### config.mk
export PLATFORM = sky130hd
export DESIGN_NAME = sem_mag
export DESIGN_NICKNAME = d
export VERILOG_FILES = /design/src/hdl/sem_pkg.sv /design/src/hdl/sem_mag.sv
export SDC_FILE = /design/constraint.sdc
export NUM_CORES = 1
export LEC_CHECK = 0
export BUFFER_PORTS_ARGS = -buffer_cell sky130_fd_sc_hd__clkbuf_2
export CAP_MARGIN = 10
export CELL_PAD_IN_SITES_DETAIL_PLACEMENT = 0
export CELL_PAD_IN_SITES_GLOBAL_PLACEMENT = 1
export CORE_UTILIZATION = 35
export DETAILED_ROUTE_END_ITERATION = 10
export PLACE_DENSITY = 0.69
export RECOVER_POWER = 50
export SYNTH_ARGS = -nofsm -noshare
export SYNTH_HDL_FRONTEND = slang
export SYNTH_SLANG_ARGS = --single-unit
### constraint.sdc
create_clock -name clk -period 5.58 [get_ports clk]
set_input_delay 1.116 -clock clk [delete_from_list [all_inputs] [get_ports clk]]
set_output_delay 1.116 -clock clk [all_outputs]
set_load 0.005 [all_outputs]
### src/hdl/sem_pkg.sv
// ---------------------------------------------------------------------------
// sem_pkg
// Shared constants, types and square-root step function.
// ---------------------------------------------------------------------------
`default_nettype none

package sem_pkg;

    localparam int MAX_WIDTH  = 1024;
    localparam int MAX_HEIGHT = 1024;

    localparam int PIX_W  = 8;
    localparam int DIM_W  = 11;
    localparam int CTR_W  = 10;
    localparam int COL_W  = $clog2(MAX_WIDTH);
    localparam int ROW_W  = $clog2(MAX_HEIGHT);
    localparam int CMP_W  = ((DIM_W > COL_W) ? DIM_W : COL_W) + 1;
    localparam int RAM_W  = 2 * PIX_W;

    localparam int WIDTH_RST  = 640;
    localparam int HEIGHT_RST = 480;

    // signed gradient before the quarter scaling: +/-1020
    localparam int GRAD_W = 11;
    localparam int SQR_W  = 2 * PIX_W;
    localparam int SUM_W  = SQR_W + 1;

    // radicand below 2^17; root stepped two bits at a time from bit 16
    localparam int SQ_W       = SUM_W + 1;
    localparam int SQRT_STEPS = 3;
    localparam int SQRT_TOP_A = 16;
    localparam int SQRT_TOP_B = SQRT_TOP_A - 2 * SQRT_STEPS;
    localparam int SQRT_TOP_C = SQRT_TOP_B - 2 * SQRT_STEPS;
    localparam int EDGE_MAX   = 255;

    typedef enum logic [0:0] {
        CFG_WIDTH  = 1'b0,
        CFG_HEIGHT = 1'b1
    } cfg_idx_t;

    typedef struct packed {
        logic [CTR_W-1:0] col;
        logic [CTR_W-1:0] row;
        logic             last;
    } tag_t;

    typedef struct packed {
        logic [PIX_W-1:0] ax;
        logic [PIX_W-1:0] ay;
        tag_t             tag;
    } grad_t;

    typedef struct packed {
        logic [SQ_W-1:0] rem;
        logic [SQ_W-1:0] root;
    } sqrt_t;

    // three restoring steps of the digit-pair integer square root
    function automatic sqrt_t sqrt_steps(input sqrt_t s_in, input int top_bit);
        sqrt_t           s;
        logic [SQ_W-1:0] bit_v;
        logic [SQ_W-1:0] trial;
        s = s_in;
        for (int i = 0; i < SQRT_STEPS; i++)
        begin
            bit_v = SQ_W'(1) << (top_bit - 2 * i);
            trial = s.root + bit_v;
            if (s.rem >= trial)
            begin
                s.rem  = s.rem - trial;
                s.root = (s.root >> 1) + bit_v;
            end
            else
            begin
                s.root = s.root >> 1;
            end
        end
        return s;
    endfunction

endpackage

`default_nettype wire

### src/hdl/sem_mag.sv
// ---------------------------------------------------------------------------
// sem_mag
// Squares, sum and pipelined integer square root with saturation.
// ---------------------------------------------------------------------------
`default_nettype none

module sem_mag (
    input  wire logic                        clk,
    input  wire logic                        rst_n,
    input  wire logic                        grad_valid,
    input  sem_pkg::grad_t                   grad,
    output logic                             grad_take,
    output logic                             out_valid,
    input  wire logic                        out_stall,
    output logic [sem_pkg::PIX_W-1:0]        edge_value,
    output logic [sem_pkg::CTR_W-1:0]        center_col,
    output logic [sem_pkg::CTR_W-1:0]        center_row,
    output logic                             frame_last
);

    localparam int NS = 5;
    localparam int SQW = sem_pkg::SQ_W;

    logic [NS-1:0]               vld_reg, vld_next;
    logic [NS-1:0]               take;
    sem_pkg::tag_t               tag_reg [NS];
    logic [sem_pkg::SQR_W-1:0]   sqx_reg, sqy_reg;
    sem_pkg::sqrt_t              s1_reg, s2_reg, s3_reg;
    sem_pkg::sqrt_t              s1_next, s2_next, s3_next, s4_val;
    logic [sem_pkg::PIX_W-1:0]   edge_reg, edge_next;

    // stage order: squares, sum, root A, root B, root C + clip (output)
    always_comb
    begin
        take[NS-1] = !vld_reg[NS-1] || !out_stall;
        for (int k = NS - 2; k >= 0; k--)
        begin
            take[k] = !vld_reg[k] || take[k+1];
        end
        vld_next = vld_reg;
        if (take[0])
        begin
            vld_next[0] = grad_valid;
        end
        for (int k = 1; k < NS; k++)
        begin
            if (take[k])
            begin
                vld_next[k] = vld_reg[k-1];
            end
        end
    end

    assign grad_take = take[0];

    always_comb
    begin
        s1_next.rem  = SQW'(sem_pkg::SUM_W'(sqx_reg) + sem_pkg::SUM_W'(sqy_reg));
        s1_next.root = '0;
        s2_next      = sem_pkg::sqrt_steps(s1_reg, sem_pkg::SQRT_TOP_A);
        s3_next      = sem_pkg::sqrt_steps(s2_reg, sem_pkg::SQRT_TOP_B);
        s4_val       = sem_pkg::sqrt_steps(s3_reg, sem_pkg::SQRT_TOP_C);
        edge_next    = (s4_val.root > SQW'(sem_pkg::EDGE_MAX))
                     ? sem_pkg::PIX_W'(sem_pkg::EDGE_MAX)
                     : s4_val.root[sem_pkg::PIX_W-1:0];
    end

    always_ff @(posedge clk or negedge rst_n)
    begin
        if (!rst_n)
        begin
            vld_reg <= '0;
        end
        else
        begin
            vld_reg <= vld_next;
        end
    end

    always_ff @(posedge clk)
    begin
        if (take[0])
        begin
            sqx_reg    <= {{sem_pkg::PIX_W{1'b0}}, grad.ax} * {{sem_pkg::PIX_W{1'b0}}, grad.ax};
            sqy_reg    <= {{sem_pkg::PIX_W{1'b0}}, grad.ay} * {{sem_pkg::PIX_W{1'b0}}, grad.ay};
            tag_reg[0] <= grad.tag;
        end
        if (take[1])
        begin
            s1_reg     <= s1_next;
            tag_reg[1] <= tag_reg[0];
        end
        if (take[2])
        begin
            s2_reg     <= s2_next;
            tag_reg[2] <= tag_reg[1];
        end
        if (take[3])
        begin
            s3_reg     <= s3_next;
            tag_reg[3] <= tag_reg[2];
        end
        if (take[4])
        begin
            edge_reg   <= edge_next;
            tag_reg[4] <= tag_reg[3];
        end
    end

    assign out_valid  = vld_reg[NS-1];
    assign edge_value = edge_reg;
    assign center_col = tag_reg[NS-1].col;
    assign center_row = tag_reg[NS-1].row;
    assign frame_last = tag_reg[NS-1].last;

endmodule

`default_nettype wire

* Yosys cells after proc, flatten, opt, wreduce, memory -nomap -nowiden
Memories as Yosys holds them, arrays and structs flattened.
Index checks and enable logic that the tools add are counted.
** Word-level totals
- Output and inout port bits :: 31
- Word-level logic and storage cells :: 91
- Flip-flop bits (word level) :: 135
- Memories :: 1
- RAM bits :: 105
** Memories
- tag_reg :: words 5, bits a word 21, rd ports 5, clocked after Yosys merged registers in 0, write ports 5, RTL line sem_mag.sv:26 : sem_pkg::tag_t tag_reg [NS];
** Operators by class
- Muxes and demuxes :: 27
- $add $sub $neg :: 25
- Magnitude comparators :: 10
- Reductions and logical operators :: 11
- Multipliers :: 2
** Operators by type and width (number)
- $mux W18 :: 14
- $ge A18 B18 Y1 :: 8
- $sub A18 B18 Y18 :: 7
- $mux W17 :: 3
- $mul A8 B8 Y16 :: 2
- $add A17 B1 Y18 const B :: 1
- $add A17 B11 Y18 const B :: 1
- $add A17 B13 Y18 const B :: 1
- $add A17 B15 Y18 const B :: 1
- $add A17 B3 Y18 const B :: 1
- $add A17 B5 Y18 const B :: 1
- $add A17 B7 Y18 const B :: 1
- $add A17 B9 Y18 const B :: 1
- $add A18 B1 Y18 const B :: 1
- $add A18 B11 Y18 const B :: 1
- $add A18 B13 Y18 const B :: 1
- $add A18 B15 Y18 const B :: 1
- $add A18 B3 Y18 const B :: 1
- $add A18 B5 Y18 const B :: 1
- $add A18 B7 Y18 const B :: 1
- $add A18 B9 Y18 const B :: 1
- $ge A18 B17 Y1 const B :: 1
- $gt A18 B8 Y1 const B :: 1
- $sub A18 B17 Y18 const B :: 1
- other kinds (4) :: 22

* Logic depth before layout (Yosys ltp)
- Depth in word-level cells :: 10
- Mapped depth :: 30
- Gate-level depth less buffers :: 27

* Least setup slack after synthesis
Ideal clock, no wire load.
- Path type :: reg2reg
- From :: register s3_reg[9] in the netlist's numbering
- To :: register edge_reg, in the netlist edge_value[0] (data pin)
- Setup time :: 0.283 ns
- Period minus slack after synthesis :: 6.048 ns
- Path slack :: -0.468 ns
- Data arrival time :: 5.765 ns
- Cell stages (with the launch flop) :: 24
- Path buffers :: 3
- Cells stage by stage :: edfxtp_1 > inv_1 > ha_1 > clkbuf_1 > a211o_1 > a21boi_0 > nand3_1 > inv_2 > buf_1 > ha_1 > or4_1 > a41o_1 > o41a_1 > and2_1 > nor4_1 > nand3_1 > buf_2 > mux2_1 > ha_1 > a21o_1 > a211oi_1 > o221ai_1 > a2111oi_0 > o2111ai_1
** On the way
- Longest elaborated chain between the ends :: 10
- Elaborated cells between the ends (all ways) :: 17
- Those cells by class :: 8 x add/sub; 4 x order compare; 5 x mux
** Ends and longest elaborated chain
- start: declaration :: RTL line sem_mag.sv:28 : sem_pkg::sqrt_t s1_reg, s2_reg, s3_reg;
- start signal: assignment :: RTL line sem_mag.sv:100 : s3_reg <= s3_next;
- $add A18 B5 Y18 :: RTL line sem_pkg.sv:67 : trial = s.root + bit_v;
- $ge A18 B18 Y1 :: RTL line sem_pkg.sv:68 : if (s.rem >= trial)
- $mux W18 :: RTL line sem_pkg.sv:68
- $add A18 B3 Y18 :: RTL line sem_pkg.sv:67
- $ge A18 B18 Y1 :: RTL line sem_pkg.sv:68
- $mux W18 :: RTL line sem_pkg.sv:68
- $add A18 B1 Y18 :: RTL line sem_pkg.sv:67
- $ge A18 B18 Y1 :: RTL line sem_pkg.sv:68
- $mux W18 * :: RTL line sem_pkg.sv:68
- $gt A18 B8 Y1 :: RTL line sem_mag.sv:63 : edge_next = (s4_val.root > SQW'(sem_pkg::EDGE_MAX))
- end signal: assignment :: RTL line sem_mag.sv:105 : edge_reg <= edge_next;
- end: declaration :: RTL line sem_mag.sv:30 : logic [sem_pkg::PIX_W-1:0] edge_reg, edge_next;
Mark *: on every way between the ends. The rest lies on a longest branch, timed or not.
A chain may end at the register's enable or synchronous reset.

* Worst setup path after layout
- From :: register s3_reg[27] in the netlist's numbering
- To :: register edge_reg, in the netlist edge_value[0] (data pin)
** On the way
- Longest elaborated chain between the ends :: 9
- Elaborated cells between the ends (all ways) :: 15
- Those cells by class :: 6 x add/sub; 4 x order compare; 5 x mux
** Ends and longest elaborated chain (RTL line)
- $ge A18 B18 Y1 :: sem_pkg.sv:68
- $mux W18 :: sem_pkg.sv:68
- $add A18 B3 Y18 :: sem_pkg.sv:67
- $ge A18 B18 Y1 :: sem_pkg.sv:68
- $mux W18 :: sem_pkg.sv:68
- $add A18 B1 Y18 :: sem_pkg.sv:67
- $ge A18 B18 Y1 :: sem_pkg.sv:68
- $mux W18 * :: sem_pkg.sv:68
- $gt A18 B8 Y1 :: sem_mag.sv:63
Marked as above.

==> flow_summary.toml <==
[place]
hpwl_um = 21200
io_buffer_count = 71
gp_congestion = 0.849
dp.cells = 1804
dp_slack_ns = -0.430

[sta]
worst_slew_pin_slew_ns = 1.75
setup_viol = 0
finalMaxSlewViolations = 44
max_freq_ghz = 0.188
fin_crit_sh = 0.955
fin_ws_ns = 0.253
period_minus_slack_ns = 5.33
rsz0062_at_grt = "yes"
hold_viol = 0
fin_skew_ns = 0.0120
hold_slack_ns = 0.410
slew_headroom = -0.170

[worst_setup_path]
reg2reg_to = "edge_value[0]$_SDFFCE_PN1P_"
critPathCaptureType = "flop"
crit_slowest_cell = "edfxtp_1"
arrival_ns = 5.57
ff2ff_path_depth = 24
r2r_start = "s3_reg[27]$_DFFE_PP_"
crit_path_max_incr_delay_ns = 0.44
worstSetupStartpointType = "flop"
worst_ep_required_time_ns = 5.82
rrSetupSlack_ns = 0.25
criticalPathCategory = "flop to flop"
path_cells = "ha_4, nand4_1, o31a_1, nand3_4, mux2i_4, ha_4, a21o_1, a21oi_2, nor2b_1, a41o_1, o41a_1, and2_4, nor4_4, nand3_4, nand3_2, xor2_1, ha_1, nor2b_1, o21ai_1, nand2b_1, a21oi_2, o221ai_2, a2111oi_4, o2111ai_1"
worstPathMaxFanout = 5

[global_route]
grt_max_degree = 53
grt_pass1_vias = 8823
grt_pass1_wl_um = 44200
grt_overflow_total = 0
groute.usage.overall = 0.140
antenna_found_initial = 0

[routing]
post_drt_wl_per_cell_um = 14.3
drtAntennaViolNets = 0
vias = 8884
first_iter_violations = 371
drc_errors = 0
wl_um = 26700
first_pass_iters = 5
via_per_inst = 4.77

[logic_synthesis]
syn_area_per_cell_sq_um = 11.7
synthesis.area_sq_mm = 0.0134
synth_common_cells = "edfxtp_1 (205), ha_1 (126), inv_1 (110)"
synthFlopType = "edfxtp_1"
yosysSeqAreaShare = 0.467
synth.largest_area_cell = "edfxtp_1"
async_reset_ff_frac = 0.0238
ys_top_cells_by_area = "edfxtp_1 (46%), ha_1 (12%), fa_1 (7.4%)"
synth_cells = 1151
synth_cell_types = 80
synth_top_area_share = 0.458
synth_enable_flop_cells = 205
post-synth-top-count-cell = "edfxtp_1"
yosysWarnings = 0
ys_ff_latch = 210

[run_status]
status = "finished, violations left"
failed_checks = "capacitance limit, slew limit"

[cts]
cts_tree = "yes"
h-tree-depth = 1
cts_root_buf = "clkbuf_16"
clock_sinks = 210
cts_buffers = 23
clkLatencyLatePin_ns = 0.51
cts.clk_slew.worst_paths_ns = 0.06
clockBufferDepth = 3
cts_hold_buf = 0

[floorplan]
die_x_um = 198
die_h_um = 198
core_area_sq_mm = 0.0378
ios = 72
initial_utilization = 0.356
row_count = 71
dieArea_sq_mm = 0.0392

[final_layout]
fin_cells = 1862
largest_reg_flops = 105
drive_gt1_frac = 0.209
area_delta_synth_final_pct = 20.9
nNetsFinal = 1551
n_antenna_cell = 0
final_util = 0.430

[worst_hold_path]
min_to = "tag_reg[0][85]$_DFFE_PP_"
hold_path_startpoint = "tag_reg[0][64]$_DFFE_PP_"
hold_class = "flop to flop"
min_path_cells = 0

[flow_run]
maxCapViolations = 1
kinds of logic (layout without fill, tap and decap cells):
kind of cell | after synthesis | count (layout) | synth area share
compound gates | 217 | 217 | 0.111
xor+xnor | 83 | 83 | 0.0541
fa+ha+maj | 176 | 176 | 0.192
buf+inv | 153 | 352 | 0.0494
flops | 210 | 210 | 0.467
mux | 18 | 18 | 0.0154
other cells | 1 | 2 | 0.000279
simple gates | 293 | 293 | 0.110
repair_timing:
item | in CTS | in global routing
gates resized for setup | 27 | 16
gates cloned | 0 | 0
pin swaps | 23 | 23
buffers inserted | 11 | 5
setup endpoints to repair | 1 | 14
routing by layer:
| metal | global-route usage | wire length, um |
|---|---|---|
| met5 | 0 | 0 |
| met3 | 0.0184 | 781 |
| met2 | 0.247 | 13300 |
| met1 | 0.182 | 12100 |
| met4 | 0.0313 | 478 |
cell type report:
cell class | instances | area (sq um)
inverter | 114 | 434
multi-input combinational | 789 | 6800
clock inverter | 12 | 189
sequential | 210 | 6280
clock buffer | 30 | 622
tap | 511 | 639
timing repair buffer | 196 | 1280
fill | 3558 | 21500
per-stage QoR:
| step | cell area [sq um] | TNS, ns |
|---|---|---|
| floorplan | 13500 | -0.00974 |
| global placement | 15100 | -0.162 |
| detailed placement | 15100 | -0.430 |
| CTS | 16100 | 0 |
| global route | 16200 | -0.0551 |
| finish | 16200 | 0 |
critical path, delay by kind of cell (launching register included):
family	cells	cell delay, ns
flops	1	0.44
fa+ha+maj	3	0.81
xor+xnor	1	0.17
simple gates	9	1.29
compound gates	10	2.05
mux	1	0.29
layout by cell type (no fill, tap or decap), drive strengths merged, types with 9 or more instances in the layout:
master / count
a21o: 21
a21oi: 63
and2: 39
buf: 118
clkbuf: 108
edfxtp: 205
fa: 50
ha: 126
inv: 115
mux2: 12
nand2: 77
nand2b: 17
nand3: 21
nor2: 58
nor2b: 12
nor3: 23
nor4: 12
o211ai: 10
o21a: 9
o21ai: 38
o21bai: 14
xnor2: 65
xor2: 18
worst max-delay path by stage:
stage / startpoint / endpoint / depth (start not counted)
finish: s3_reg[27]$_DFFE_PP_ / edge_value[0]$_SDFFCE_PN1P_ / 24
global route: s3_reg[11]$_DFFE_PP_ / edge_value[0]$_SDFFCE_PN1P_ / 25
CTS: s2_reg[24]$_DFFE_PP_ / s3_reg[27]$_DFFE_PP_ / 21
detailed placement: s3_reg[27]$_DFFE_PP_ / edge_value[0]$_SDFFCE_PN1P_ / 22
global placement: s3_reg[25]$_DFFE_PP_ / edge_value[0]$_SDFFCE_PN1P_ / 24
floorplan: s3_reg[28]$_DFFE_PP_ / edge_value[0]$_SDFFCE_PN1P_ / 22
Power is left out: the tool's default activity adds up to more than one toggle a clock period on the data nets, which glitch-free logic cannot reach.
